<file path="src/rtl/core/sidi_pkg.sv">
// shared constants and types for the sorted identity set
// no dependencies
`default_nettype none
package sidi_pkg;

  // set capacity and field widths
  localparam int SET_DEPTH = 256;
  localparam int ID_W      = 34;
  localparam int CNT_W     = $clog2(SET_DEPTH + 1);
  localparam int IDX_W     = $clog2(SET_DEPTH);
  localparam int SLOT_W    = 9;

  // stream widths, padded to whole bytes
  localparam int IN_TDATA_W  = ((ID_W + 7) / 8) * 8;
  localparam int OUT_FLD_W   = 3 + SLOT_W;
  localparam int OUT_TDATA_W = ((OUT_FLD_W + 7) / 8) * 8;

  // command broadcast from the controller to every cell
  typedef struct packed {
    logic             capture;
    logic             write;
    logic [CNT_W-1:0] slot;
  } cell_cmd_t;

endpackage
`default_nettype wire

</file>
<file path="src/rtl/core/sidi_ctrl.sv">
// sequencer: latches the identity, runs the binary search over the cells'
// compare flags, drives the insert and holds the result register; uses sidi_pkg
`default_nettype none
module sidi_ctrl (
  input  wire logic                             clk,
  input  wire logic                             rst_n,
  input  wire logic                             in_tvalid,
  output logic                                  in_tready,
  input  wire logic [sidi_pkg::ID_W-1:0]        in_id,
  output logic                                  out_tvalid,
  input  wire logic                             out_tready,
  output logic                                  out_found,
  output logic                                  out_inserted,
  output logic                                  out_set_full,
  output logic      [sidi_pkg::SLOT_W-1:0]      out_slot,
  input  wire logic [sidi_pkg::SET_DEPTH-1:0]   less_vec,
  input  wire logic [sidi_pkg::SET_DEPTH-1:0]   eq_vec,
  output logic      [sidi_pkg::ID_W-1:0]        id_o,
  output logic      [sidi_pkg::CNT_W-1:0]       count_o,
  output sidi_pkg::cell_cmd_t                   cmd_o
);

  localparam logic [1:0] ST_IDLE = 2'd0;
  localparam logic [1:0] ST_CMP  = 2'd1;
  localparam logic [1:0] ST_SRCH = 2'd2;
  localparam logic [1:0] ST_FIN  = 2'd3;
  localparam logic [sidi_pkg::CNT_W-1:0] FULL_CNT = sidi_pkg::CNT_W'(sidi_pkg::SET_DEPTH);
  localparam logic [sidi_pkg::CNT_W-1:0] ONE_CNT  = sidi_pkg::CNT_W'(1);

  logic [1:0]                  state_r, state_nxt;
  logic [sidi_pkg::ID_W-1:0]   id_r;
  logic [sidi_pkg::CNT_W-1:0]  count_r, count_nxt;
  logic [sidi_pkg::CNT_W-1:0]  lo_r, lo_nxt;
  logic [sidi_pkg::CNT_W-1:0]  hi_r, hi_nxt;
  logic                        found_r;
  logic                        out_valid_r, out_valid_nxt;
  logic                        out_found_r, out_ins_r, out_full_r;
  logic [sidi_pkg::SLOT_W-1:0] out_slot_r;
  logic [sidi_pkg::CNT_W-1:0]  mid;
  logic                        fin_go;
  logic                        is_full;
  logic                        do_ins;

  assign in_tready = (state_r == ST_IDLE);
  assign mid       = lo_r + ((hi_r - lo_r) >> 1);
  assign fin_go    = (state_r == ST_FIN) && (!out_valid_r || out_tready);
  assign is_full   = !found_r && (count_r == FULL_CNT);
  assign do_ins    = fin_go && !found_r && !is_full;

  // sequencing and search bounds
  always_comb begin
    state_nxt = state_r;
    lo_nxt    = lo_r;
    hi_nxt    = hi_r;
    count_nxt = count_r;
    case (state_r)
      ST_IDLE: begin
        if (in_tvalid) begin
          state_nxt = ST_CMP;
        end
      end
      ST_CMP: begin
        lo_nxt    = '0;
        hi_nxt    = count_r;
        state_nxt = ST_SRCH;
      end
      ST_SRCH: begin
        if (lo_r < hi_r) begin
          if (less_vec[mid[sidi_pkg::IDX_W-1:0]]) begin
            lo_nxt = mid + ONE_CNT;
          end else begin
            hi_nxt = mid;
          end
        end else begin
          state_nxt = ST_FIN;
        end
      end
      ST_FIN: begin
        if (fin_go) begin
          state_nxt = ST_IDLE;
          if (do_ins) begin
            count_nxt = count_r + ONE_CNT;
          end
        end
      end
      default: state_nxt = ST_IDLE;
    endcase
  end

  // result valid: drops on a taken transaction, set when a result is loaded
  always_comb begin
    out_valid_nxt = out_valid_r && !out_tready;
    if (fin_go) begin
      out_valid_nxt = 1'b1;
    end
  end

  // control state
  always_ff @(posedge clk) begin
    if (!rst_n) begin
      state_r     <= ST_IDLE;
      count_r     <= '0;
      out_valid_r <= 1'b0;
    end else begin
      state_r     <= state_nxt;
      count_r     <= count_nxt;
      out_valid_r <= out_valid_nxt;
    end
  end

  // payload registers
  always_ff @(posedge clk) begin
    lo_r <= lo_nxt;
    hi_r <= hi_nxt;
    if (in_tvalid && in_tready) begin
      id_r <= in_id;
    end
    if (state_r == ST_SRCH) begin
      found_r <= |eq_vec;
    end
    if (fin_go) begin
      out_found_r <= found_r;
      out_ins_r   <= !found_r && !is_full;
      out_full_r  <= is_full;
      out_slot_r  <= sidi_pkg::SLOT_W'(lo_r);
    end
  end

  // broadcast to the cells
  assign cmd_o.capture = (state_r == ST_CMP);
  assign cmd_o.write   = do_ins;
  assign cmd_o.slot    = lo_r;
  assign id_o          = id_r;
  assign count_o       = count_r;

  assign out_tvalid   = out_valid_r;
  assign out_found    = out_found_r;
  assign out_inserted = out_ins_r;
  assign out_set_full = out_full_r;
  assign out_slot     = out_slot_r;

endmodule
`default_nettype wire

</file>
<file path="config.mk">
export PLATFORM = sky130hd
export DESIGN_NAME = sidi_ctrl
export DESIGN_NICKNAME = d
export VERILOG_FILES = /design/src/rtl/core/sidi_pkg.sv /design/src/rtl/core/sidi_ctrl.sv
export SDC_FILE = /design/constraint.sdc
export NUM_CORES = 1
export LEC_CHECK = 0
export ABC_AREA = 0
export BUFFER_PORTS_ARGS = -buffer_cell sky130_fd_sc_hd__buf_2
export CAP_MARGIN = 20
export CORE_AREA = 4 4 241 243
export DETAILED_ROUTE_END_ITERATION = 16
export DIE_AREA = 0 0 245 247
export PLACE_DENSITY = 0.32
export RECOVER_POWER = 25
export SLEW_MARGIN = 0
export SYNTH_ARGS = -nofsm -noshare
export SYNTH_HDL_FRONTEND = slang
export SYNTH_SLANG_ARGS = --single-unit
</file>
<file path="constraint.sdc">
create_clock -name clk -period 10.1 [get_ports clk]
set_input_delay 2.02 -clock clk [delete_from_list [all_inputs] [get_ports clk]]
set_output_delay 2.02 -clock clk [all_outputs]
set_load 0.005 [all_outputs]
</file>
# --- After elaboration in Yosys (flattened, before gate mapping) ---
# Index checks and enable logic that the tools add are counted.
totals:
  out_inout_bits: 68
  in_bits: 550
  mem_bits_ro: 0
  latchBits: 0
  wordCells: 59
  mem_bits_rw: 0
  mem_count: 0
  regBits: 77
classes:
  addsub: 4
  div_mod_pow: 0
  reduce_logical: 19
  n_eq_ne: 10
  mul: 0
  bitwise_logic: 0
  shift: 0
  mux: 13
  n_lt_le_gt_ge: 2
op_table:
  columns: ["op", "n"]
  rows:
  - ["OR reduction 256 bit", 1]
  - ["two-way mux 9 bit", 4]
  - ["case mux 9 bit (2 select lines)", 2]
  - ["adder 9 x 1 -> 9 bit, second input constant", 2]
  - ["!= test 2 bit, second input constant", 6]
  - ["AND reduction 3 bit", 4]
  - ["adder 9 x 8 -> 9 bit", 1]
  - ["equality test 9 bit, second input constant", 1]
  - ["< comparator 8 x 9 -> 1 bit, second input constant", 1]
  - ["< comparator 9 bit", 1]
  - ["subtractor 9 bit", 1]
  - ["binary-select mux 1 bit (select 8 bit)", 1]
  - ["case mux 2 bit (4 select lines)", 1]
  - ["logical AND 1 bit", 7]
  - ["two-way mux 2 bit", 3]
  - ["equality test 2 bit, second input constant", 2]
  - ["logical NOT 1 bit", 4]
  - ["equality test 2 x 1 -> 1 bit, second input constant", 1]
  - ["logical NOT 2 bit", 1]
  - ["two-way mux 1 bit", 2]
  - ["nonzero test 2 bit", 1]
  - ["logical OR 1 bit", 1]

# --- Depth between registers and ports, before layout ---
# Gate-level depths: netlist of the first run.
depth:
  word_depth: 7
  ltp_mapped: 18
  depth_no_buf: 18

# --- Worst setup path before layout of the first run ---
# Ideal clock, no wire load.
synth_timing:
  kind: "input to output"
  start: "input port out_tready"
  end: "output port cmd_o[9] (netlist bit)"
  stages: 5
  t_arrival_ns: 3.226
  required_time_ns: 8.080
  n_path_buf: 2
  setup_slack_ns: 4.854
  cell_sequence: "nor2b_1 -> nor2b_1 -> and2_1 -> clkbuf_1 -> buf_4"
synth_via:
  elab_chain_cells: 4
synth_rtl:
  columns: ["item", "line", "source"]
  rows:
  - ["start, declared", "sidi_ctrl.sv:11", "input wire logic out_tready,"]
  - ["logical OR 1 bit", "sidi_ctrl.sv:46", "assign fin_go = (state_r == ST_FIN) && (!out_valid_r || out_tready);"]
  - ["logical AND 1 bit", "sidi_ctrl.sv:46", null]
  - ["via fin_go", "sidi_ctrl.sv:40", "logic fin_go;"]
  - ["logical AND 1 bit (2 in series)", "sidi_ctrl.sv:48", "assign do_ins = fin_go && !found_r && !is_full;"]
  - ["end, declared", "sidi_ctrl.sv:20", "output sidi_pkg::cell_cmd_t cmd_o"]
# The timed path passes the listed nets, and every way through them passes these cells.

# --- Final worst setup path of the first run ---
layout_timing:
  start: "register lo_r[0] (netlist bit)"
  end: "register hi_r[6] (netlist bit), enable pin"
layout_via:
  elab_chain_cells: 6
  word_cells_on_any_way: 8
  cone_classes: "2 x add/sub; 1 x order compare; 2 x eq/ne; 2 x mux; 1 x reduce/logical"
layout_rtl:
  columns: ["item", "line", "source"]
  rows:
  - ["start, declared", "sidi_ctrl.sv:33", "logic [sidi_pkg::CNT_W-1:0] lo_r, lo_nxt;"]
  - ["start signal, assigned", "sidi_ctrl.sv:113", "lo_r <= lo_nxt;"]
  - ["subtractor 9 bit", "sidi_ctrl.sv:45", "assign mid = lo_r + ((hi_r - lo_r) >> 1);"]
  - ["adder 9 x 8 -> 9 bit", "sidi_ctrl.sv:45", null]
  - ["binary-select mux 1 bit (select 8 bit)", "sidi_ctrl.sv:69", "if (less_vec[mid[sidi_pkg::IDX_W-1:0]]) begin"]
  - ["two-way mux 1 bit (not written as such)", "sidi_ctrl.sv:69", null]
  - ["!= test 2 bit (no source line)", null, null]
  - ["AND reduction 3 bit (no source line) *", null, null]
  - ["end signal, assigned", "sidi_ctrl.sv:114", "hi_r <= hi_nxt;"]
  - ["end, declared", "sidi_ctrl.sv:34", "logic [sidi_pkg::CNT_W-1:0] hi_r, hi_nxt;"]
# Mark *: on every way between the ends. The rest lies on a longest branch, timed or not. The select of a mux whose other input is x is not followed.
# A chain may end at the register's enable or synchronous reset.

==> results of run 1 <==
[final timing paths]
check          endpoint  cells after the start
max             hi_r[6]                     13
min reg2reg  state_r[1]                      2
max reg2reg     hi_r[6]                     13
min          state_r[1]                      2
[layout by cell type (no fill, tap or decap), types with 4 or more instances in the layout]
master     instances
a21oi_1           10
ha_1              27
mux2_2             6
mux2i_1           35
and3_1             4
nand4_1           19
clkbuf_16          9
xor2_1             7
nor3_1             7
edfxtp_1          65
nor2b_1            9
diode_2            6
dfxtp_1           12
and2_1             9
nand2_1           18
nand3_1            9
a21o_1             4
mux4_2            70
nor4_1            68
nor2_1            16
buf_4              5
buf_2            617
xnor2_1           17
o21ai_0           10
inv_1             26
[cells in the mapped netlist (11+ instances only)]
cell / instances
nand4_1: 19
nor2_1: 16
edfxtp_1: 65
nand2_1: 18
inv_1: 26
mux2i_1: 35
mux4_2: 70
dfxtp_1: 12
nor4_1: 68
and2_1: 11
ha_1: 27
xnor2_1: 17
[kinds of logic (layout without fill, tap and decap cells)]
kind of cell,after synthesis,count (layout),share of synthesized area [%]
AO/OA/AOI/OAI,44,44,4.76
XOR/XNOR,27,27,4.04
adder cells (fa/ha/maj),29,29,5.89
buffers and inverters,52,665,4.13
flip-flops,77,77,34.2
multiplexers,112,112,31.5
other,0,6,0
AND/OR/NAND/NOR,173,173,15.5
[tightest hold or removal path, cell delays in order, from the launching register on]
cell	delay [ns]
dfxtp_1	0.35
nand2_1	0.07
mux2i_1	0.05
[state kept, by name, indices dropped and copies added, names as in the netlist]
name	count
found_r	1
id_o	34
out_found	1
out_inserted	1
state_r	2
lo_r	9
hi_r	9
out_slot	9
out_set_full	1
count_o	9
out_tvalid	1
[cell type report]
| cell class | count | area, um2 | area share (%) |
|---|---|---|---|
| timing repair buffer | 623 | 3130 | 29.4 |
| inverter | 26 | 97.6 | 0.917 |
| multi-input combinational | 385 | 3980 | 37.4 |
| clock buffer | 9 | 225 | 2.12 |
| antenna | 6 | 15.0 | 0.141 |
| sequential | 77 | 2190 | 20.6 |
| tap | 756 | 946 | 8.89 |
| clock inverter | 7 | 57.6 | 0.541 |
[layer usage]
| layer | global-route usage [%] | wire length (um) |
|---|---|---|
| met5 | 0 | 0 |
| met4 | 2.60 | 323 |
| met3 | 2.34 | 2210 |
| met2 | 19.2 | 19000 |
| met1 | 19.0 | 19800 |
[through the flow]
| step | worst slack [ns] | cell area (um2) | instances | utilization [%] | hold slack [ns] |
|---|---|---|---|---|---|
| after floorplan | 4.85 | 6410 | 514 | - | 0.452 |
| after global placement | 4.76 | 10400 | 1867 | 18.5 | 0.489 |
| after detailed placement | 4.71 | 10400 | 1867 | 18.5 | 0.508 |
| after CTS | 4.72 | 10600 | 1883 | 19.0 | 0.517 |
| after global routing | 3.38 | 10600 | 1888 | 19.0 | 0.535 |
| final | 3.93 | 10600 | 1889 | 19.0 | 0.513 |
==> summary.md, run 1 <==
Timing would allow up to 162 MHz. For the level count of the clock H-tree, the log shows 3. Counting flops with a built-in enable in the synthesized netlist gives 65. The area of the core region came out at 56000 um2. The initial antenna violation count is 11. The die is 247 um tall. The average size of a mapped cell works out to 12.5 um2. The cell sitting at the root of the clock tree is a clkbuf_16.

In the synthesized netlist the dominant register cell turns out to be edfxtp_1. The logs give 618 for the number of top-level pins and 3.93 ns for the worst setup slack for register-to-register paths. The total number of vias was 7014. Summed over its instances, the top area cell type makes up 30.4% of the synthesized netlist area. The per-cell routed wire length works out to 21.9 um. After layout, the worst path uses 61.1% of the clock period. The cell family contributing the most delay on the critical path is adder cells. Input and output buffers added on the ports amount to 617. For the worst setup path, the data arrival time is 6.23 ns.

Required time at the endpoint of the critical path: 10.16 ns. Final critical delay including setup and external delays: 6.17 ns. Along the worst path, the maximum fanout reaches 40. The number of maximum-capacitance violations is 1, and the ratio of cells with drive above 1 in the final layout is 64.5%. The initial utilization of the core area, before any placement, comes to 11.5%. TritonCTS built the clock tree.

Headroom to the max-slew limit came out at -18.5%. Across the routed clock network, the largest skew measured is 0.0117 ns. The critical path start-end classification is reg -> reg. Count of buffering cells on the critical path with inverters included: 3. On the critical path, the stage with the largest delay is an instance of ha_1. For this block, the routed nets add up to 41.3 mm of wire. The site row count was 87; the largest net degree at the start of global routing was 59. Summed over all instances, the cell type with the most area after synthesis is edfxtp_1. The floorplan step defined a die boundary enclosing 60500 um2. Setup repair after global routing left no endpoint under its margin.

Counting every sink on the clock net gives 77. STA classifies the critical path startpoint as a register. The flow ran to the end, but the final reports show violations. For the total clock buffers created by CTS, the log shows 9. The filler cells instantiated in the layout total 6355. The number of nets in the synthesized netlist is 1093. The floorplan step set the die width to 245 um. Traced cell by cell, the critical path runs through ha_1 > fa_1 > inv_1 > ha_1 > buf_4 > mux4_2 > mux2i_1 > mux4_1 > o21ai_1 > a2111oi_2 > nor2_1 > nor3_1 > buf_4. The worst setup path startpoint is lo_r[0].

The detailed placement HPWL is 37.1 mm. Hold repair after CTS inserted 0 buffers. The later pin in the worst-skew pair is clocked with a latency of 0.36 ns.

For this run, design rule violations remaining after detail routing come to 0. The checks that failed: max-capacitance violations, max-slew violations. Summing every instance area after synthesis gives 6410 um2. The logs give 2 for the buffer levels on the longest clock path and 0.893 for the final estimated routing congestion in global placement.

Area overhead of the layout relative to synthesis: 65.8%. Synthesis inferred 77 register bits. The tools report the kind of capture point of the worst setup path as a register.

After synthesis, the cell types taking the most area are edfxtp_1 30%, mux4_2 25%, nor4_1 6.6%. After synthesis, the share of flip-flops with an asynchronous set or reset is 0%. The unique cell type count in the Yosys netlist was 56; the clock slew at the register clock pins of the worst setup and hold paths was 0.07 ns. Post-CTS repair timing setup buffer count: 0. At the pin with the least slew margin, the transition time is 1.78 ns.

The first global-routing pass estimated 55.3 mm of wire. The total overflow left after global routing is 0. For the number of global-route vias before repair, the log shows 7445.

In the final timing run, aggregate negative setup slack is 0 ns. Global routing consumed, over all layers together, 12.8% of the routing resources. The final number of max-transition violations is 30. The run gives 4 as the number of detailed-routing iterations run before antenna repair.

In the synthesized netlist, the number of instances is 514. Post-CTS repair changed the size of 0 cells. Yosys printed 0 warnings. The largest stage delay on the critical path works out to 1.47 ns.

The startpoint identified for the worst register-to-register timing path is lo_r[0]. The type of the worst min-delay path is reg -> reg. Routed via count divided by cell count: 3.71. The detailed router finished its first iteration with 328 violations. The net count of the finished layout is 1701. Summing the sequential cell areas from Yosys gives 34.2% of the chip area. Setup violations remaining at the end of the flow were counted as 0.

The worst hold path startpoint was state_r[1]. The logs give 0 for the count of antenna-violating nets left after detailed routing and 0 for the number of failing hold endpoints at the final stage.
Power of run 1 is not shown: default switching activity piles up to over one toggle a cycle in this logic, so the estimate is an artifact.
==> run 2, diff against run 1 <==
- CORE_AREA: 4 4 241 243 -> 4 4 240 242
- DIE_AREA: 0 0 245 247 -> 0 0 244 246
- clock period: 10.1 -> 6.1 ns (I/O delays scaled with it)
==> run 2 against run 1 <==
  * The flow now finishes without violations
  * Worst setup slack lost 2.8 ns
  * Critical path type unchanged
  * First-iteration DRC count shrank 25%
  * Maximum frequency grew 25%
  * Final cell count shrank 0.32%
  * Worst hold slack better by 0.00055 ns
==> summary.md, run 2 (same netlist as run 1, synthesis figures left out) <==
The run gives 0 as the total setup violations reported at the end of the flow. The biggest fanout along the worst timing path is 27, and the number of failing hold endpoints at the final stage is 0. The site row count came out at 86. The flow ran to the end, and the final reports show no timing, DRC or antenna violations. Clock slew at the register clock pins of the worst setup and hold paths: 0.07 ns. 618 I/O pins were placed. The floorplan step set the die width to 244 um. TritonCTS built the clock tree. The tools report the number of maximum-capacitance violations as 0. The count of antenna-violating nets left after detailed routing was 0; the post-route clock period utilization was 81.1%. At the later pin of the worst-skew pair, clock insertion delay measures 0.36 ns. For this run, the top clock speed supported by timing is 202 MHz.

The first global-routing pass estimated 55.3 mm of wire. The first TritonRoute pass finished after 4 iterations. The H-tree generated during clock tree synthesis spans 3 levels.

The end point of the critical path is lo_r[2]. In this run the worst hold path is classified as reg -> reg. The routed via count divided by cell count is 3.74, and the final routed wirelength across all metal layers is 40.9 mm. In the final design database the tool counted 1707 nets. At the pin with the least slew margin, the transition time is 1.06 ns. Across all register-to-register paths, the minimum setup slack is 1.15 ns.

The tools report the cell at the root of the clock tree as clkbuf_16. In this run, post-CTS hold repair placed 0 buffers. The run gives 0.909 as the final estimated routing congestion in global placement. The logs give 47 for the largest net degree at the start of global routing and 0 for the remaining global-route overflow. Buffers placed on the I/O ports in this run total 617. Worst setup path startpoint: lo_r[0]. The worst pin sits at a relative slew slack of 28.4%. For this run, global-route usage on met1 was measured as 18.5%.

For this run, global-route usage on met3 was measured as 2.60%. In the layout the commonest cells are 616 x buf_2, 70 x mux4_2, 68 x nor4_1. The area growth from synthesis to layout is 67.4%. The initial antenna violation count was 9. The clock arrives with 0.0102 ns of skew.

The per-cell routed wire length is 21.7 um, and the arrival time at the worst endpoint is 5.01 ns. Startpoint class of the critical path: a register. The floorplan step defined a die boundary enclosing 60000 um2. After routing, the total negative slack on setup checks comes to 0 ns.

The number of global-route vias before repair was 7553; the ratio of cells with drive above 1 in the final layout was 64.5%. The critical path start-end classification is reg -> reg. The worst register-to-register path ends at lo_r[2].

The clock drives 77 sinks. After legalization and detailed placement, the total HPWL measured 36.3 mm. The global-route layer with the greatest usage was met2. The tools report the area of the core region as 55100 um2. The run gives 2 as the buffer levels on the longest clock path.

The run gives 0 as the post-CTS repair timing setup buffer count. The final critical delay including setup and external delays is 4.95 ns. At the worst endpoint, the required time is 6.16 ns.

In this run, post-CTS repair resized a total of 0 instances. The height of the chip was 246 um. The library cell used most frequently in the layout, excluding fill and tap cells, is buf_2. After detailed routing, the number of remaining DRC violations is 0. In this run the critical register-to-register path is launched from lo_r[0].

Clock tree synthesis inserted a total of 9 buffers. Starting density of the core: 11.6%. Setup repair after global routing left no endpoint under its margin.

The number of flip-flops under the largest register name came out at 34. The global routing met2 resource utilization was 20.2%; the final number of max-transition violations was 0. In this run, the number of DRC markers left after iteration 0 of detailed routing was 246. The routed layout has 7049 vias. The worst reg-to-reg path cell count works out to 15. For this run, the total global-route usage over all layers was measured as 12.8%.

The tools report the kind of capture point of the worst setup path as a register.
-- run 2: cell count changes in the layout (fill, tap and decap cells not counted), moves of 2 or more --
cell | before | now
bufinv_16 | 0 | 2
inv_6 | 3 | 1
diode_2 | 6 | 2
buf_4 | 5 | 8
clkbuf_1 | 1 | 4
buf_12 | 0 | 2
-- run 2: cell type report --
| class | count | area (um2) |
|---|---|---|
| inverters | 26 | 97.6 |
| repair buffers | 629 | 3190 |
| flip-flops and latches | 77 | 2190 |
| clock buffers | 10 | 229 |
| clock inverters | 6 | 95.1 |
| fillers | 6252 | 44400 |
| well taps | 748 | 936 |
| multi-input cells | 385 | 3990 |
| diodes | 2 | 5.00 |
-- run 2: routing by layer --
metal  vias to the layer above  wire length [um]  share of wire [%]
li1                       3350                 -                  -
met1                      3471             18900                 46
met2                       194             19400                 47
met3                        24              2310                5.6
met4                        10               229               0.56
met5                         -                65               0.16
-- run 2: worst min path at each step --
stage | from | end | slack (ns) | cells after the start
CTS | state_r[1] | state_r[1] | 0.52 | 2
global placement | state_r[1] | state_r[1] | 0.50 | 2
floorplan | found_r | out_found | 0.45 | 0
detailed placement | state_r[1] | state_r[1] | 0.51 | 2
global route | lo_r[2] | out_slot[2] | 0.57 | 0
finish | state_r[1] | state_r[1] | 0.51 | 2
-- run 2: worst max-delay path: stages, from the launching register on --
cell      delay (ns)
edfxtp_1        0.51
ha_1            0.27
fa_1            0.43
inv_1           0.09
ha_4            0.13
inv_1           0.05
fa_2            1.08
buf_4           0.30
mux4_2          0.21
mux2i_1         0.06
mux4_2          0.50
mux2i_1         0.21
mux2i_1         0.13
nor3b_1         0.18
a311oi_1        0.26
buf_4           0.23
-- run 2: metrics by stage --
stage / utilization [%] / setup slack, ns / hold WS [ns] / cell area (um2) / cells
final: 19.5 / 1.15 / 0.514 / 10700 / 1883
after global placement: 18.9 / 1.10 / 0.502 / 10400 / 1865
after detailed placement: 18.9 / 1.07 / 0.512 / 10400 / 1865
after floorplan: - / 1.38 / 0.452 / 6410 / 514
after global routing: 19.5 / 0.623 / 0.570 / 10700 / 1881
after CTS: 19.5 / 1.06 / 0.521 / 10700 / 1881
Power of run 2 is left out for the same reason.
==> run 3, diff against run 2 <==
- CORE_AREA: 4 4 240 242 -> 4 4 239 241
- DIE_AREA: 0 0 244 246 -> 0 0 243 245
- PLACE_DENSITY: 0.32 -> 0.34
- clock period: 6.1 -> 4 ns (I/O delays scaled with it)
==> run 3 against run 2 <==
  * Worst setup slack lost 1.4 ns
  * Clock skew fell by 0.0029 ns
  * Wire length shrank 3.4%
  * Die area shrank 0.81%
  * Register-to-register slack worse by 1.4 ns
  * Maximum frequency rose by 17%
  * Sequential share of layout area fell by 1.2 points
  * Count of clock-buffer cells in the layout is 1 higher
  * Non-clock buffer count up 61
  * Final cell count up 0.96%
  * First-iteration DRC count is 9.3% lower
  * Global-route usage shrank 0.55 points
  * The run now ends with negative setup slack left
==> summary.md, run 3 (same netlist as run 1, synthesis figures left out) <==
For this run the aggregate overflow at the end of global routing stands at 0. The logs give 20.8% for the core occupancy in the finished layout and 10 for the initial antenna violation count. The number of failing hold endpoints at the final stage was 0. Routability-driven placement finished with a final weighted congestion of 0.950.

CTS saw 77 sinks. The number of clock buffers added by TritonCTS is 9. In the layout the commonest cells are 615 x buf_2, 71 x mux4_2, 68 x nor4_1.

In this run, the number of DRC markers left after iteration 0 of detailed routing was 223. The largest single stage delay on the critical path is 0.66 ns. The die footprint is 59500 um2.

The worst clock skew was 0.00730 ns. The startpoint class of the critical path was a register. The final reports fail on negative setup slack. Clock-pin slew was measured on the worst setup and hold paths at 0.07 ns. The peak clock frequency supported by timing was 237 MHz.

In this run the worst path has a maximum fanout of 11. CTS built an H-tree with a depth of 3. Cell at the root of the clock tree: clkbuf_16. Traced cell by cell, the critical path runs through inv_2 > ha_2 > fa_2 > inv_2 > ha_4 > inv_2 > fa_2 > buf_4 > clkbuf_16 > mux4_2 > mux2i_1 > mux4_2 > mux2i_1 > mux2i_1 > nor3b_2 > a311oi_4 > buf_12. Width of the die: 243 um. For this run, design rule violations remaining after detail routing come to 0. At the pin with the least slew margin, the transition time is 0.913 ns.

The slowest cell on the critical path is fa_2. The pre-antenna-repair detailed-routing pass consisted of 4 iterations. Most common library cell in the layout ignoring fill and taps: buf_2. Together, buffers and inverters on the worst path number 6. Hold repair after CTS inserted 0 buffers.

For the site row count, the log shows 86. Final critical delay including setup and external delays: 4.22 ns. Dividing the detail-routed wire length by the instance count gives 20.8 um. Data on the critical path arrives at its endpoint at 4.28 ns. In the final layout, the share of cells above drive strength 1 is 68.2%.

The tool flagged a number of max-cap violations equal to 0. TritonCTS built the clock tree. The tools report the number of global-route vias before repair as 7806.

The worst hold path startpoint was found_r. The first global-routing pass estimated 53.3 mm of wire. After floorplanning, the core was sized to cover 54900 um2. The critical path start-end classification was reg -> reg. The tools report the worst setup path startpoint as hi_r[0]. The worst path uses 105% of the clock period. The run gives 0 as the count of antenna-violating nets left after detailed routing. The clock reaches the later pin of the worst-skew pair after 0.34 ns. The register with the most flip-flops in the layout has 34 of them.

The run gives -0.218 ns as the worst setup margin. The tools report the starting density of the core as 11.7%. The routed via count divided by cell count is 3.88, and the final number of max-transition violations is 0. Buffer levels on the longest clock path: 2. The run finished, with violations left. Pin placement for this block handled 618 I/O pins.

Setup violations remaining at the end of the flow were counted as 18. For the max-slew headroom at the worst pin, the log shows 39.1%. Setup repair after global routing could not meet its margin everywhere. The largest net degree at the start of global routing is 35. The tightest min-delay check is of the reg -> reg type. Kind of capture point of the worst setup path: a register. For this run, the post-layout net count is 1768.

The final routed wirelength across all metal layers is 39.5 mm, and the count of port buffers added during placement is 617. The total track usage is 12.2%, and the area overhead of the layout relative to synthesis is 77.6%. The run gives 35.2 mm as the detailed placement HPWL. At the worst endpoint, the required time is 4.06 ns. Broken down by cell family, the worst path's largest delay share belongs to adder cells. From bottom edge to top edge, the die measures 245 um.

Detailed routing inserted a total of 7369 vias. The worst register-to-register path begins at hi_r[0].
## run 3: cell types whose count changed in the layout (fill, tap and decap cells not counted), sizes merged
| cell | before | now |
|---|---|---|
| buf | 626 | 682 |
| clkbuf | 13 | 19 |
| diode | 2 | 3 |
| inv | 28 | 27 |
## run 3: path summary, 6_finish.rpt
path | endpoint | slack [ns] | cells after the start
worst min register to register | out_found | 0.49 | 0
worst max-delay path | lo_r[4] | -0.22 | 17
worst max register to register | lo_r[4] | -0.22 | 17
worst min-delay path | out_found | 0.49 | 0
## run 3: final cells by class
| cell class | instances | area [um2] |
|---|---|---|
| fill | 6086 | 43500 |
| tap | 704 | 881 |
| multi-input combinational | 385 | 4160 |
| clock buffer | 11 | 233 |
| inverter | 26 | 97.6 |
| clock inverter | 5 | 83.8 |
| antenna | 3 | 7.51 |
| timing repair buffer | 690 | 3740 |
| sequential | 77 | 2190 |
## run 3: metal layers
| layer | wire [um] | GRT usage (%) | up-vias |
|---|---|---|---|
| met3 | 2360 | 3.07 | 31 |
| met1 | 16500 | 15.6 | 3632 |
| met2 | 20200 | 21.3 | 221 |
| met5 | 69 | 0 | - |
| met4 | 443 | 2.04 | 10 |
| li1 | - | - | 3475 |
## run 3: through the flow
step           setup slack [ns]  std cells  TNS (ns)  area [um2]  hold slack [ns]
6_report                 -0.218       1901     -3.85       11400            0.488
5_1_grt                  -0.419       1898     -7.46       11400            0.504
4_1_cts                  -0.254       1891     -4.44       11300            0.498
3_5_place_dp             -0.264       1875     -4.38       11000            0.481
3_3_place_gp             -0.238       1875     -4.01       11000            0.479
2_1_floorplan           -0.0931        514     -1.19        6620            0.452
## run 3: what timing repair did
item                       in CTS  in global routing
buffers inserted                0                  6
pin swaps                       0                  4
cloned                          0                  1
resized for setup               2                 12
setup endpoints to repair      18                 20
Power of run 3 is left out for the same reason.
