[src/rtl/core/sidi_pkg.sv]
// shared constants and types for the sorted identity set
// no dependencies
`default_nettype none
package sidi_pkg;

  // set capacity and field widths
  localparam int SET_DEPTH = 256;
  localparam int ID_W      = 34;
  localparam int CNT_W     = $clog2(SET_DEPTH + 1);
  localparam int IDX_W     = $clog2(SET_DEPTH);
  localparam int SLOT_W    = 9;

  // stream widths, padded to whole bytes
  localparam int IN_TDATA_W  = ((ID_W + 7) / 8) * 8;
  localparam int OUT_FLD_W   = 3 + SLOT_W;
  localparam int OUT_TDATA_W = ((OUT_FLD_W + 7) / 8) * 8;

  // command broadcast from the controller to every cell
  typedef struct packed {
    logic             capture;
    logic             write;
    logic [CNT_W-1:0] slot;
  } cell_cmd_t;

endpackage
`default_nettype wire

[src/rtl/core/sidi_cell.sv]
// one storage cell of the sorted chain: holds one entry, compares it with the
// broadcast identity and takes its left neighbour's entry on insert; uses sidi_pkg
`default_nettype none
module sidi_cell (
  input  wire logic                       clk,
  input  wire logic [sidi_pkg::IDX_W-1:0] cell_idx,
  input  wire logic [sidi_pkg::CNT_W-1:0] entry_count,
  input  wire sidi_pkg::cell_cmd_t        cmd,
  input  wire logic [sidi_pkg::ID_W-1:0]  id_value,
  input  wire logic [sidi_pkg::ID_W-1:0]  prev_data,
  output logic      [sidi_pkg::ID_W-1:0]  data_o,
  output logic                            less_o,
  output logic                            eq_o
);

  logic [sidi_pkg::ID_W-1:0]  data_r;
  logic                       less_r;
  logic                       eq_r;
  logic [sidi_pkg::CNT_W-1:0] idx_ext;
  logic                       valid;

  assign idx_ext = sidi_pkg::CNT_W'(cell_idx);
  // entry is live when it sits below the fill count
  assign valid   = idx_ext < entry_count;

  // compare flags, taken once per transaction
  always_ff @(posedge clk) begin
    if (cmd.capture) begin
      less_r <= valid && (data_r < id_value);
      eq_r   <= valid && (data_r == id_value);
    end
  end

  // insert: cells above the slot shift up, the slot cell takes the new value
  always_ff @(posedge clk) begin
    if (cmd.write) begin
      if (idx_ext > cmd.slot) begin
        data_r <= prev_data;
      end else if (idx_ext == cmd.slot) begin
        data_r <= id_value;
      end
    end
  end

  assign data_o = data_r;
  assign less_o = less_r;
  assign eq_o   = eq_r;

endmodule
`default_nettype wire

[config.mk]
export PLATFORM = sky130hd
export DESIGN_NAME = sidi_cell
export DESIGN_NICKNAME = d
export VERILOG_FILES = /design/src/rtl/core/sidi_pkg.sv /design/src/rtl/core/sidi_cell.sv
export SDC_FILE = /design/constraint.sdc
export NUM_CORES = 1
export LEC_CHECK = 0
export BUFFER_PORTS_ARGS = -buffer_cell sky130_fd_sc_hd__buf_2
export CAP_MARGIN = 15
export CORE_MARGIN = 5
export CORE_UTILIZATION = 51
export DETAILED_ROUTE_END_ITERATION = 6
export PLACE_DENSITY = 0.86
export SYNTH_ARGS = -nofsm -noshare
export SYNTH_HDL_FRONTEND = slang
export SYNTH_SLANG_ARGS = --single-unit
export TNS_END_PERCENT = 10
[constraint.sdc]
create_clock -name clk -period 7.42 [get_ports clk]
set_clock_uncertainty 0.15 [all_clocks]
set_input_delay 0.371 -clock clk [delete_from_list [all_inputs] [get_ports clk]]
set_output_delay 0.371 -clock clk [all_outputs]
set_load 0.01 [all_outputs]
### After elaboration in Yosys (flattened, before gate mapping)

Cells that the tools add are included.

| word-level totals | value |
|---|---|
| bits in registers | 36 |
| input port bits | 97 |

| cells by class | value |
|---|---|
| $lt $le $gt $ge | 3 |
| equal/unequal tests | 2 |
| mux-type cells | 2 |
| reductions and logical operators | 4 |

Operators with widths:

| operator | count |
|---|---|
| $mux W34 | 2 |
| $eq A34 B34 Y1 | 1 |
| $lt A34 B34 Y1 | 1 |
| $eq A8 B9 Y1 | 1 |
| $gt A8 B9 Y1 | 1 |
| $lt A8 B9 Y1 | 1 |
| $logic_and A1 B1 Y1 | 2 |
| $reduce_and A2 Y1 | 1 |
| $reduce_bool A2 Y1 | 1 |

### Depth between registers and ports, before layout

Gate-level depths: netlist of run 1.

| logic depth | value |
|---|---|
| depth after elaboration | 3 |
| gate-level depth with buffers | 9 |

### Least setup slack after synthesis of run 1

No wires, ideal clock.

| timing path | value |
|---|---|
| path kind | input-to-reg |
| from | in cmd[6] (netlist bit) |
| to | reg data_r, in the netlist data_o[0], enable pin |
| arrival time | 2.857 ns |
| required time | 6.833 ns |
| setup slack | 3.976 ns |
| cell stages on the path | 7 |
| path buffers | 0 |
| cell sequence | inv_1 > ha_1 > a21o_1 > a21oi_1 > nor2_1 > o21ai_0 > a21oi_1 |

| on the way | value |
|---|---|
| word-level cells in the longest chain between the ends | 3 |
| elaborated cells on any way between the ends | 4 |
| those cells by class | order compare (1); eq/ne (1); reduce/logical (2) |

Ends and longest elaborated chain:

| what | line | source |
|---|---|---|
| start, declared | sidi_cell.sv:8 | `input wire sidi_pkg::cell_cmd_t cmd,` |
| $gt A8 B9 Y1 / $eq A8 B9 Y1 (equally long branches) | sidi_cell.sv:37, sidi_cell.sv:39 |  |
| $reduce_bool A2 Y1 (no source line) * | -- |  |
| $reduce_and A2 Y1 (no source line) * | -- |  |
| end signal, assigned | sidi_cell.sv:38 | `data_r <= prev_data;` |
| end signal, assigned | sidi_cell.sv:40 | `data_r <= id_value;` |
| end, declared | sidi_cell.sv:16 | `logic [sidi_pkg::ID_W-1:0] data_r;` |

Mark *: on every way between the ends. The rest lies on a longest branch, timed or not.
A chain may end at the register's enable or synchronous reset.

### Worst setup path after layout of run 1

| timing path | value |
|---|---|
| from | in cell_idx[1] (netlist bit) |
| to | reg data_r, in the netlist data_o[2], data pin |

| on the way | value |
|---|---|
| word-level cells in the longest chain between the ends | 2 |

Ends and longest elaborated chain:

| what | line | source |
|---|---|---|
| start, declared | sidi_cell.sv:6 | `input wire logic [sidi_pkg::IDX_W-1:0] cell_idx,` |
| $gt A8 B9 Y1 | sidi_cell.sv:37 | `if (idx_ext > cmd.slot) begin` |
| $mux W34 | sidi_cell.sv:37 |  |

Every way passes these cells.

==> results of run 1 <==
==> flip-flops by register name, indices dropped and copies added (netlist names) <==
signal  flops
data_o     34
eq_o        1
less_o      1
==> per-stage QoR <==
step	std cells	worst slack, ns
floorplan	256	3.976
global placement	458	4.285
detailed placement	458	4.270
CTS	465	4.574
global route	465	4.449
finish	465	4.592
==> power breakdown <==
group | internal [W] | switching [W] | total (W)
sequential | 0.000241 | 0.00000673 | 0.000248
clock | 0.0000639 | 0.0000683 | 0.000132
combinational | 0.0000830 | 0.0000723 | 0.000155
==> critical path, cell delays in order <==
cell and delay (ns):
sky130_fd_sc_hd__buf_2 0.11, sky130_fd_sc_hd__ha_1 0.29, sky130_fd_sc_hd__nor2b_1 0.13, sky130_fd_sc_hd__o21a_1 0.17, sky130_fd_sc_hd__o21ai_2 0.12, sky130_fd_sc_hd__a21oi_1 0.11
sky130_fd_sc_hd__o21ai_4 0.57, sky130_fd_sc_hd__buf_4 0.45, sky130_fd_sc_hd__mux2_2 0.37
==> cells by family after synthesis <==
family | after synthesis | share of synthesized area [%]
buffers and inverters | 52 | 7.542
adder cells (fa/ha/maj) | 49 | 21.24
AO/OA/AOI/OAI | 43 | 9.060
AND/OR/NAND/NOR | 42 | 7.543
flip-flops | 36 | 37.45
multiplexers | 34 | 17.16
==> routing by layer <==
layer / track usage [%] / share of wire [%]
met2: 35.52 / 51
met3: 6.990 / 10
met4: 4.460 / 0.75
met5: 0 / 0
met1: 19.66 / 38
==> cell usage after synthesis, drive strengths merged <==
master and number:
buf 3, nor4 1, nand3 3, or3 1, a21boi 1, ha 49
or4 2, edfxtp 36, or2b 1, mux2 34, o21a 1, o31ai 1
nor2b 3, a311oi 1, and4b 1, a21o 8, a21oi 21, inv 49
nand4 10, nor2 13, nand2 7, o21ai 10
==> worst max-delay path by stage <==
| stage | startpoint | to | slack (ns) |
|---|---|---|---|
| final | cell_idx[1] | data_o[2]$_DFFE_PP_ | 4.59 |
| after global routing | cell_idx[1] | data_o[1]$_DFFE_PP_ | 4.45 |
| after CTS | cell_idx[1] | data_o[1]$_DFFE_PP_ | 4.57 |
| after detailed placement | cell_idx[1] | data_o[1]$_DFFE_PP_ | 4.27 |
| after global placement | cell_idx[1] | data_o[2]$_DFFE_PP_ | 4.28 |
| after floorplan | cmd[6] | data_o[0]$_DFFE_PP_ | 3.98 |
==> cell type report <==
type | instances | area share, %
clock buffers | 6 | 1.961
clock inverters | 1 | 0.1353
inverters | 49 | 4.971
multi-input cells | 168 | 43.22
flip-flops and latches | 36 | 29.22
well taps | 72 | 2.435
repair buffers | 133 | 18.06
==> placed cells by master (no fill, tap or decap), drive strengths merged, types with 3 or more instances in the layout <==
cell	Yosys	final
buf	3	133
inv	49	49
ha	49	49
edfxtp	36	36
mux2	34	34
a21oi	21	21
nor2	13	13
nand4	10	10
o21ai	10	10
a21o	8	8
nand2	7	7
clkbuf	0	6
nor2b	3	3
nand3	3	3
==> insert_results.sql, run 1 <==
INSERT INTO impl_metrics (metric_group, metric, value, unit) VALUES
('outcome', 'status', 'finished clean', ''),
('placed_design', 'place_area', '0.003622', 'mm²'),
('worst_hold_path', 'hold-path-endpoint', 'eq_o$_DFFE_PP_', ''),
('timing', 'timing.setup.tns', '0', 'ns'),
('synth', 'synth_cells', '256', ''),
('detailed_routing', 'drt-wirelength-per-cell', '14.63', 'µm'),
('timing', 'worst_slew_pin_slew', '1.119', 'ns'),
('final_layout', 'multiInputGateArea', '0.001599', 'mm²'),
('synth', 'ys_warn_count', '0', ''),
('timing', 'rsz0062_at_grt', 'no', ''),
('power_and_ir_drop', 'power-per-cell-area', '144.7', 'mW/mm²'),
('clock_network', 'clkSlewWorstSetupHoldPaths', '0.07', 'ns'),
('detailed_routing', 'post_drt_via_cell_ratio', '5.069', ''),
('final_layout', 'sequential_cell_area', '0.001081', 'mm²'),
('timing', 'finalHoldWorstSlack', '0.1638', 'ns'),
('placed_design', 'gp_congestion', '0.8123', ''),
('worst_hold_path', 'holdCritPathClass', 'primary input to flip-flop', ''),
('job', 'max_cap_violations', '0', ''),
('global_route', 'initial_antenna_violation_count', '0', ''),
('synth', 'netlist.top_cell.by_area', 'sky130_fd_sc_hd__edfxtp_1', ''),
('final_layout', 'layout_area_growth_over_synthesis', '28.18', '%'),
('floorplanning', 'coreArea', '0.005507', 'mm²'),
('synth', 'yosys.area.top_type_share', '37.45', '%'),
('placed_design', 'place_hpwl', '5.794', 'mm'),
('power_and_ir_drop', 'ir_worst_vdd', '71.37', 'µV'),
('setup_path', 'start_kind', 'primary input', ''),
('clock_network', 'ctsHoldBuffers', '0', ''),
('synth', 'syn-cell-area', '0.002887', 'mm²'),
('final_layout', 'antennaDiodeCount', '0', ''),
('detailed_routing', 'num_vias', '2357', ''),
('setup_path', 'path_class', 'primary input to flip-flop', ''),
('clock_network', 'clk-insertion-delay-late', '0.28', 'ns'),
('synth', 'yosys_register_bits', '36', ''),
('floorplanning', 'design.portCount', '133', ''),
('clock_network', 'htree_levels', '2', ''),
('global_route', 'global_route.overflow_total', '0', ''),
('timing', 'post-route-period-util', '38.11', '%'),
('clock_network', 'clock_path_buffers', '2', ''),
('synth', 'synth_seq_area_share', '37.45', '%'),
('timing', 'report.final.hold_viol_count', '0', ''),
('final_layout', 'fillers', '446', ''),
('clock_network', 'numClockSinks', '36', ''),
('timing', 'finalSetupViolCount', '0', ''),
('power_and_ir_drop', 'leakage_dissipation', '2.014', 'nW'),
('worst_hold_path', 'holdPathStages', '1', ''),
('timing', 'timing.fmax', '0.3537', 'GHz'),
('setup_path', 'ff2ff_path_depth', '6', ''),
('detailed_routing', 'detail_route.first_pass.iterations', '6', ''),
('global_route', 'global_route_wire_length_before_repair', '10.97', 'mm'),
('power_and_ir_drop', 'sum_of_internal_switching_and_leakage_power', '0.0005354', 'W'),
('floorplanning', 'design.die.area', '0.007264', 'mm²'),
('global_route', 'maximum_number_of_pins_on_one_net_before_global_route_repair', '35', ''),
('floorplanning', 'initial_core_util', '52.42', '%'),
('detailed_routing', 'finalWirelength', '6.802', 'mm'),
('placed_design', 'io_buf_count', '132', ''),
('detailed_routing', 'dr.first_iter.drc_count', '51', ''),
('global_route', 'grt_pass1_vias', '2497', ''),
('worst_hold_path', 'critical_hold_path_startpoint', 'cmd[10]', ''),
('synth', 'synth_area_per_cell', '11.28', 'µm²'),
('clock_network', 'postCtsSetupRepairBufs', '0', ''),
('clock_network', 'cts_tree', 'built', ''),
('final_layout', 'finalNetCount', '539', ''),
('synth', 'synth.top_cells.by_area', 'sky130_fd_sc_hd__edfxtp_1 37%, sky130_fd_sc_hd__ha_1 21%, sky130_fd_sc_hd__mux2_4 16%', ''),
('timing', 'layout_min_cycle_time', '2.828', 'ns'),
('setup_path', 'path_max_fanout', '19', ''),
('global_route', 'grtUsageTotal', '18.86', '%'),
('floorplanning', 'dieHeight', '85.23', 'µm'),
('floorplanning', 'number_of_rows_in_the_core_area', '27', ''),
('synth', 'yosysUniqueCellTypes', '26', ''),
('setup_path', 'reg_to_reg_endpoint', 'less_o$_DFFE_PP_', ''),
('floorplanning', 'die_width', '85.23', 'µm');
Power figures use the tool's default switching activity.
==> inputs of run 2 (changes only) <==
ABC_AREA = 1   (was default)
CORE_UTILIZATION = 45   (was 51)
PLACE_DENSITY = 0.79   (was 0.86)
clock period = 2.4 ns   (was 7.42 ns; I/O delays follow)
==> insert_results.sql, run 2 <==
INSERT INTO impl_metrics (metric_group, metric, value, unit) VALUES
('floorplanning', 'dieHeight', '94.68', 'µm'),
('detailed_routing', 'detail_route.first_pass.iterations', '4', ''),
('timing', 'layout_min_cycle_time', '1.951', 'ns'),
('floorplanning', 'die_width', '94.68', 'µm'),
('synth', 'synth.net_count', '536', ''),
('final_layout', 'layout_area_growth_over_synthesis', '43.16', '%'),
('setup_path', 'required', '2.30', 'ns'),
('detailed_routing', 'met1Wirelength', '3.510', 'mm'),
('power_and_ir_drop', 'p_clk_share', '23.0', '%'),
('placed_design', 'post-place-cells', '612', ''),
('synth', 'post_synth_most_frequent_cells', '69 x sky130_fd_sc_hd__inv_1, 69 x sky130_fd_sc_hd__nand2_1, 62 x sky130_fd_sc_hd__nand2_2, 49 x sky130_fd_sc_hd__ha_1, 37 x sky130_fd_sc_hd__nand3_1', ''),
('final_layout', 'finalNetCount', '728', ''),
('power_and_ir_drop', 'seqPwrFrac', '42.5', '%'),
('setup_path', 'path_max_fanout', '3', ''),
('clock_network', 'clk-insertion-delay-late', '0.29', 'ns'),
('synth', 'netlist.top_cell.by_area', 'sky130_fd_sc_hd__edfxtp_1', ''),
('detailed_routing', 'post_drt_via_cell_ratio', '4.595', ''),
('clock_network', 'htree_levels', '2', ''),
('floorplanning', 'initial_core_util', '46.98', '%'),
('floorplanning', 'design.die.area', '0.008964', 'mm²'),
('detailed_routing', 'num_vias', '3120', ''),
('global_route', 'maximum_number_of_pins_on_one_net_before_global_route_repair', '36', ''),
('power_and_ir_drop', 'combPwrFrac', '34.5', '%'),
('placed_design', 'place_area', '0.003945', 'mm²'),
('synth', 'synth_top_flop_cell', 'sky130_fd_sc_hd__edfxtp_1', ''),
('synth', 'syn-cell-area', '0.003227', 'mm²'),
('timing', 'rsz0062_at_grt', 'no', ''),
('clock_network', 'clock_path_buffers', '2', ''),
('synth', 'synth_edf_count', '36', ''),
('global_route', 'grt_pass1_vias', '3123', ''),
('power_and_ir_drop', 'leakage_dissipation', '2.466', 'nW'),
('floorplanning', 'design.portCount', '133', ''),
('detailed_routing', 'dr.first_iter.drc_count', '93', ''),
('clock_network', 'cts_inserted_buffers', '5', ''),
('detailed_routing', 'highest_routed_layer', 'met4', ''),
('final_layout', 'largest_register_ffs', '34', ''),
('setup_path', 'ff2ff_setup_slack', '0.53', 'ns'),
('timing', 'postLayoutSetupSlackWorst', '0.4491', 'ns'),
('placed_design', 'gp_congestion', '0.8100', ''),
('setup_path', 'cp_data_arrival_time', '1.85', 'ns'),
('timing', 'timing.setup.tns', '0', 'ns'),
('setup_path', 'path_class', 'primary input to flip-flop', ''),
('power_and_ir_drop', 'p_switching', '0.0005885', 'W'),
('final_layout', 'most_frequent_cells_in_the_layout', '132 x sky130_fd_sc_hd__buf_2, 69 x sky130_fd_sc_hd__inv_1, 69 x sky130_fd_sc_hd__nand2_1', ''),
('timing', 'worst_slew_pin_slew', '0.4313', 'ns'),
('synth', 'proportion_of_synthesized_flip_flops_having_asynchronous_set_or_reset', '0', '%'),
('final_layout', 'layout_commonest_cell', 'sky130_fd_sc_hd__buf_2', ''),
('timing', 'post-route-period-util', '81.29', '%'),
('synth', 'yosys_register_bits', '36', ''),
('final_layout', 'antennaDiodeCount', '0', ''),
('power_and_ir_drop', 'p_sw_share', '31.73', '%'),
('timing', 'finalSetupViolCount', '0', ''),
('timing', 'report.final.hold_viol_count', '0', ''),
('synth', 'synth_cells', '390', ''),
('placed_design', 'dp_slack', '0.1316', 'ns'),
('floorplanning', 'coreArea', '0.006869', 'mm²'),
('detailed_routing', 'finalWirelength', '8.436', 'mm'),
('detailed_routing', 'route.detailed.drc', '0', ''),
('global_route', 'global_route_wire_length_before_repair', '13.59', 'mm'),
('synth', 'yosys.area.top_type_share', '33.50', '%'),
('timing', 'tightest_slew_margin_relative_to_the_limit', '71.21', '%'),
('final_layout', 'finish.instance_area', '0.004619', 'mm²'),
('detailed_routing', 'dr_wl_met3', '518', 'µm'),
('global_route', 'grtUsageTotal', '18.92', '%'),
('job', 'max_cap_violations', '0', ''),
('timing', 'slew_violations', '0', ''),
('outcome', 'status', 'finished clean', ''),
('detailed_routing', 'drt-wirelength-per-cell', '12.42', 'µm'),
('detailed_routing', 'dr_wl_met2', '4.326', 'mm'),
('clock_network', 'clkSlewWorstSetupHoldPaths', '0.08', 'ns'),
('synth', 'synth_area_per_cell', '8.274', 'µm²'),
('detailed_routing', 'antenna_violating_nets_post_route', '0', ''),
('setup_path', 'start_kind', 'primary input', ''),
('synth', 'yosysUniqueCellTypes', '27', ''),
('placed_design', 'place_hpwl', '6.190', 'mm'),
('floorplanning', 'number_of_rows_in_the_core_area', '30', ''),
('global_route', 'initial_antenna_violation_count', '0', ''),
('placed_design', 'io_buf_count', '132', ''),
('final_layout', 'final_layout_size_suffix_gt1_share', '36.36', '%'),
('timing', 'timing.fmax', '0.5126', 'GHz'),
('power_and_ir_drop', 'power-per-cell-area', '401.5', 'mW/mm²'),
('setup_path', 'end_kind', 'flip-flop', ''),
('clock_network', 'cts_tree', 'built', ''),
('power_and_ir_drop', 'ir_worst_vdd', '227.5', 'µV'),
('clock_network', 'cts-root-buf', 'sky130_fd_sc_hd__clkbuf_8', ''),
('power_and_ir_drop', 'intPower', '0.001266', 'W'),
('synth', 'synth_seq_area_share', '33.50', '%'),
('timing', 'finalHoldWorstSlack', '0.006085', 'ns'),
('clock_network', 'numClockSinks', '36', ''),
('clock_network', 'postCtsSetupRepairBufs', '0', ''),
('global_route', 'global_route.overflow_total', '0', ''),
('synth', 'synth.top_cells.by_area', 'sky130_fd_sc_hd__edfxtp_1 34%, sky130_fd_sc_hd__ha_1 19%, sky130_fd_sc_hd__nand2_2 12%', ''),
('synth', 'ys_warn_count', '0', ''),
('worst_hold_path', 'holdCritPathClass', 'primary input to flip-flop', ''),
('final_layout', 'stdcell_count', '679', '');
run 2: cell count changes after synthesis, sizes merged, moves of 2 or more:
cell   previous run  this run
nor2             13        24
buf               3         9
nand2             7       133
mux2             34         0
nand4            10         1
o21ai            10         3
or4               2         0
inv              49        70
a21o              8         3
a21oi            21        17
nand3             3        38
nor2b             3         0
run 2: metal layers:
metal  track usage [%]  vias to the layer above
li1                  -                     1631
met1             22.37                     1380
met2             35.29                       99
met3             3.426                       10
met4             4.207                        0
met5                 0                        -
run 2: power by group through the flow:
stage | clock (W) | sequential [W] | combinational (W)
floorplan | 0 | 0.000823 | 0.000351
global placement | 0 | 0.000800 | 0.000548
detailed placement | 0 | 0.000802 | 0.000566
CTS | 0.000446 | 0.000788 | 0.000643
global route | 0.000469 | 0.000793 | 0.000728
finish | 0.000426 | 0.000788 | 0.000640
run 2: cell type report:
type                    instances  area [µm²]
inverters                      70       262.8
clock buffers                   6       72.57
fillers                       567        2250
repair buffers                194        1286
clock inverters                 2       11.26
well taps                      96       120.1
multi-input cells             275        1785
flip-flops and latches         36        1081
run 2: cells by family after synthesis:
logic type / count (synthesis) / share of synthesized area, %
and+or+nand+nor: 200 / 31.60
buffers and inverters: 79 / 11.17
adders and majority gates: 49 / 19.00
DFF: 36 / 33.50
AOI/OAI and AO/OA: 26 / 4.731
run 2: final timing paths:
kind,depth (start not counted),startpoint,endpoint
worst min-delay path,3,prev_data[13],data_o[13]$_DFFE_PP_
worst min register to register,4,data_o[1]$_DFFE_PP_,eq_o$_DFFE_PP_
worst max register to register,7,data_o[29]$_DFFE_PP_,less_o$_DFFE_PP_
worst max-delay path,10,id_value[17],less_o$_DFFE_PP_
run 2: critical path: stages:
cell,delay [ns]
sky130_fd_sc_hd__dlygate4sd3_1,0.52
sky130_fd_sc_hd__buf_2,0.12
sky130_fd_sc_hd__inv_1,0.04
sky130_fd_sc_hd__ha_1,0.28
sky130_fd_sc_hd__nand2_1,0.07
sky130_fd_sc_hd__nor2_1,0.21
sky130_fd_sc_hd__a21boi_0,0.20
sky130_fd_sc_hd__nor2_1,0.06
sky130_fd_sc_hd__a21boi_0,0.16
sky130_fd_sc_hd__nor2_1,0.07
run 2: repair_timing:
item	CTS	global route
hold buffers	59	0
endpoints found under the setup margin	0	0
gates resized for setup	0	0
hold endpoints to repair	36	0
run 2: per-stage QoR:
step,util [%],total power [W]
floorplan,-,0.001174
global placement,57.43,0.001348
detailed placement,57.43,0.001369
CTS,67.25,0.001877
global route,67.25,0.001990
finish,67.25,0.001855
==> inputs of run 3 (changes only) <==
clock period = 1.66 ns   (was 2.4 ns; I/O delays follow)
==> insert_results.sql, run 3 (synthesized netlist as in run 2, its figures left out) <==
INSERT INTO impl_metrics (metric_group, metric, value, unit) VALUES
('timing', 'finalSetupViolCount', '2', ''),
('timing', 'rsz0062_at_grt', 'yes', ''),
('timing', 'worst_slew_pin_slew', '0.3432', 'ns'),
('floorplanning', 'design.die.area', '0.008964', 'mm²'),
('final_layout', 'layout.core_utilization', '77.85', '%'),
('power_and_ir_drop', 'ir_worst_vdd', '314.1', 'µV'),
('timing', 'finalHoldWorstSlack', '0.2001', 'ns'),
('timing', 'timing.setup.tns', '-0.1010', 'ns'),
('clock_network', 'clock_path_buffers', '2', ''),
('detailed_routing', 'antenna_violating_nets_post_route', '0', ''),
('setup_path', 'required', '1.57', 'ns'),
('global_route', 'global_route.overflow_total', '0', ''),
('floorplanning', 'coreArea', '0.006869', 'mm²'),
('power_and_ir_drop', 'power-per-cell-area', '586.2', 'mW/mm²'),
('final_layout', 'fillers', '479', ''),
('detailed_routing', 'drt-wirelength-per-cell', '14.62', 'µm'),
('setup_path', 'cp_data_arrival_time', '1.66', 'ns'),
('final_layout', 'largest_register_ffs', '34', ''),
('worst_hold_path', 'holdCritPathClass', 'primary input to flip-flop', ''),
('job', 'max_cap_violations', '0', ''),
('power_and_ir_drop', 'leakage_dissipation', '2.713', 'nW'),
('detailed_routing', 'post_drt_via_cell_ratio', '4.833', ''),
('timing', 'slew_violations', '0', ''),
('global_route', 'grtUsageTotal', '22.27', '%'),
('detailed_routing', 'dr.first_iter.drc_count', '103', ''),
('timing', 'postLayoutSetupSlackWorst', '-0.09080', 'ns'),
('outcome', 'failed_checks', 'negative setup slack', ''),
('global_route', 'global_route_wire_length_before_repair', '15.77', 'mm'),
('setup_path', 'end_kind', 'flip-flop', ''),
('final_layout', 'finish.instance_area', '0.005348', 'mm²'),
('clock_network', 'cts_tree', 'built', ''),
('detailed_routing', 'finalWirelength', '10.62', 'mm'),
('timing', 'layout_min_cycle_time', '1.751', 'ns'),
('final_layout', 'sequential_cell_area', '0.001081', 'mm²'),
('global_route', 'grt_pass1_vias', '3681', ''),
('placed_design', 'post-place-cells', '640', ''),
('timing', 'post-route-period-util', '105.5', '%'),
('final_layout', 'layout_commonest_cell', 'sky130_fd_sc_hd__buf_2', ''),
('floorplanning', 'dieHeight', '94.68', 'µm'),
('final_layout', 'stdcell_count', '726', ''),
('floorplanning', 'design.portCount', '133', ''),
('timing', 'report.final.hold_viol_count', '0', ''),
('setup_path', 'start_kind', 'flip-flop', ''),
('setup_path', 'path_max_fanout', '2', ''),
('final_layout', 'layout_area_growth_over_synthesis', '65.72', '%'),
('detailed_routing', 'detail_route.first_pass.iterations', '4', ''),
('final_layout', 'antennaDiodeCount', '0', ''),
('global_route', 'initial_antenna_violation_count', '0', ''),
('detailed_routing', 'route.detailed.drc', '0', ''),
('final_layout', 'finalNetCount', '775', ''),
('placed_design', 'io_buf_count', '132', ''),
('placed_design', 'gp_congestion', '0.8054', ''),
('final_layout', 'most_frequent_cells_in_the_layout', '132 x sky130_fd_sc_hd__buf_2, 71 x sky130_fd_sc_hd__nand2_2, 69 x sky130_fd_sc_hd__dlygate4sd3_1', ''),
('clock_network', 'numClockSinks', '36', ''),
('final_layout', 'final_layout_size_suffix_gt1_share', '46.19', '%'),
('final_layout', 'multiInputGateArea', '0.002081', 'mm²'),
('clock_network', 'clkSlewWorstSetupHoldPaths', '0.08', 'ns'),
('floorplanning', 'number_of_rows_in_the_core_area', '30', ''),
('clock_network', 'cts-root-buf', 'sky130_fd_sc_hd__clkbuf_8', ''),
('timing', 'timing.fmax', '0.5712', 'GHz'),
('floorplanning', 'die_width', '94.68', 'µm'),
('setup_path', 'path_class', 'flip-flop to flip-flop', ''),
('placed_design', 'place_hpwl', '6.809', 'mm'),
('placed_design', 'place_area', '0.004258', 'mm²'),
('detailed_routing', 'num_vias', '3509', ''),
('clock_network', 'clk-insertion-delay-late', '0.29', 'ns'),
('global_route', 'maximum_number_of_pins_on_one_net_before_global_route_repair', '36', ''),
('clock_network', 'cts_inserted_buffers', '5', ''),
('outcome', 'status', 'finished, violations left', ''),
('timing', 'tightest_slew_margin_relative_to_the_limit', '77.12', '%'),
('clock_network', 'htree_levels', '2', ''),
('floorplanning', 'initial_core_util', '46.98', '%');
## run 3: cell types whose count changed in the layout (fill, tap and decap cells not counted), sizes merged
| cell | previous run | this run |
|---|---|---|
| inv | 70 | 69 |
| bufinv | 0 | 1 |
| buf | 135 | 172 |
| dlygate4sd3 | 59 | 69 |
## run 3: cell type report
cell class	instances	area share (%)
Clock buffer	6	1.357
Clock inverter	2	0.6551
Inverter	70	5.030
Multi-Input combinational cell	275	38.91
Sequential cell	36	20.22
Tap cell	96	2.246
Timing Repair Buffer	241	31.59
## run 3: path summary, 6_finish.rpt
check	start	endpoint	slack (ns)	cells past startpoint
worst min-delay path	cmd[9]	data_o[29]$_DFFE_PP_	0.20	4
worst max register to register	data_o[17]$_DFFE_PP_	less_o$_DFFE_PP_	-0.09	7
worst max-delay path	data_o[17]$_DFFE_PP_	less_o$_DFFE_PP_	-0.09	7
worst min register to register	data_o[33]$_DFFE_PP_	less_o$_DFFE_PP_	0.83	7
## run 3: worst max-delay path, cell delays in order, from the launching register on
cell and delay, ns:
sky130_fd_sc_hd__edfxtp_1 0.43, sky130_fd_sc_hd__ha_4 0.30, sky130_fd_sc_hd__nand2_2 0.05, sky130_fd_sc_hd__nor2_2 0.12, sky130_fd_sc_hd__a21boi_0 0.19, sky130_fd_sc_hd__nor2_1 0.08, sky130_fd_sc_hd__a21boi_2 0.13, sky130_fd_sc_hd__nor2_1 0.05
## run 3: stage by stage
stage / setup WS (ns) / power [W]
global route: -0.1893 / 0.003302
global placement: -0.2022 / 0.002045
detailed placement: -0.2532 / 0.002085
finish: -0.09080 / 0.003135
floorplan: -0.3881 / 0.001718
CTS: -0.07514 / 0.003023
## run 3: what timing repair did
action                                  4_1_cts  5_1_grt
hold buffers                                 69        0
pin swaps                                     9       10
hold endpoints to repair                     36        0
gates resized for setup                      13       22
endpoints found under the setup margin        2       22
setup buffers                                 5        4
cloned                                        0        0
## run 3: routing by layer
| layer | vias up | share of wire, % | GRT usage [%] | wire (µm) |
|---|---|---|---|---|
| li1 | 1733 | - | - | - |
| met1 | 1606 | 37 | 23.23 | 3900 |
| met2 | 140 | 55 | 43.57 | 5801 |
| met3 | 30 | 5.5 | 3.825 | 586 |
| met4 | 0 | 3.1 | 8.654 | 327 |
| met5 | - | 0 | 0 | 0 |
## run 3: power breakdown
part / switching, W / internal (W)
clock: 0.000343 / 0.000446
combinational: 0.000597 / 0.000598
sequential: 0.0000495 / 0.00110
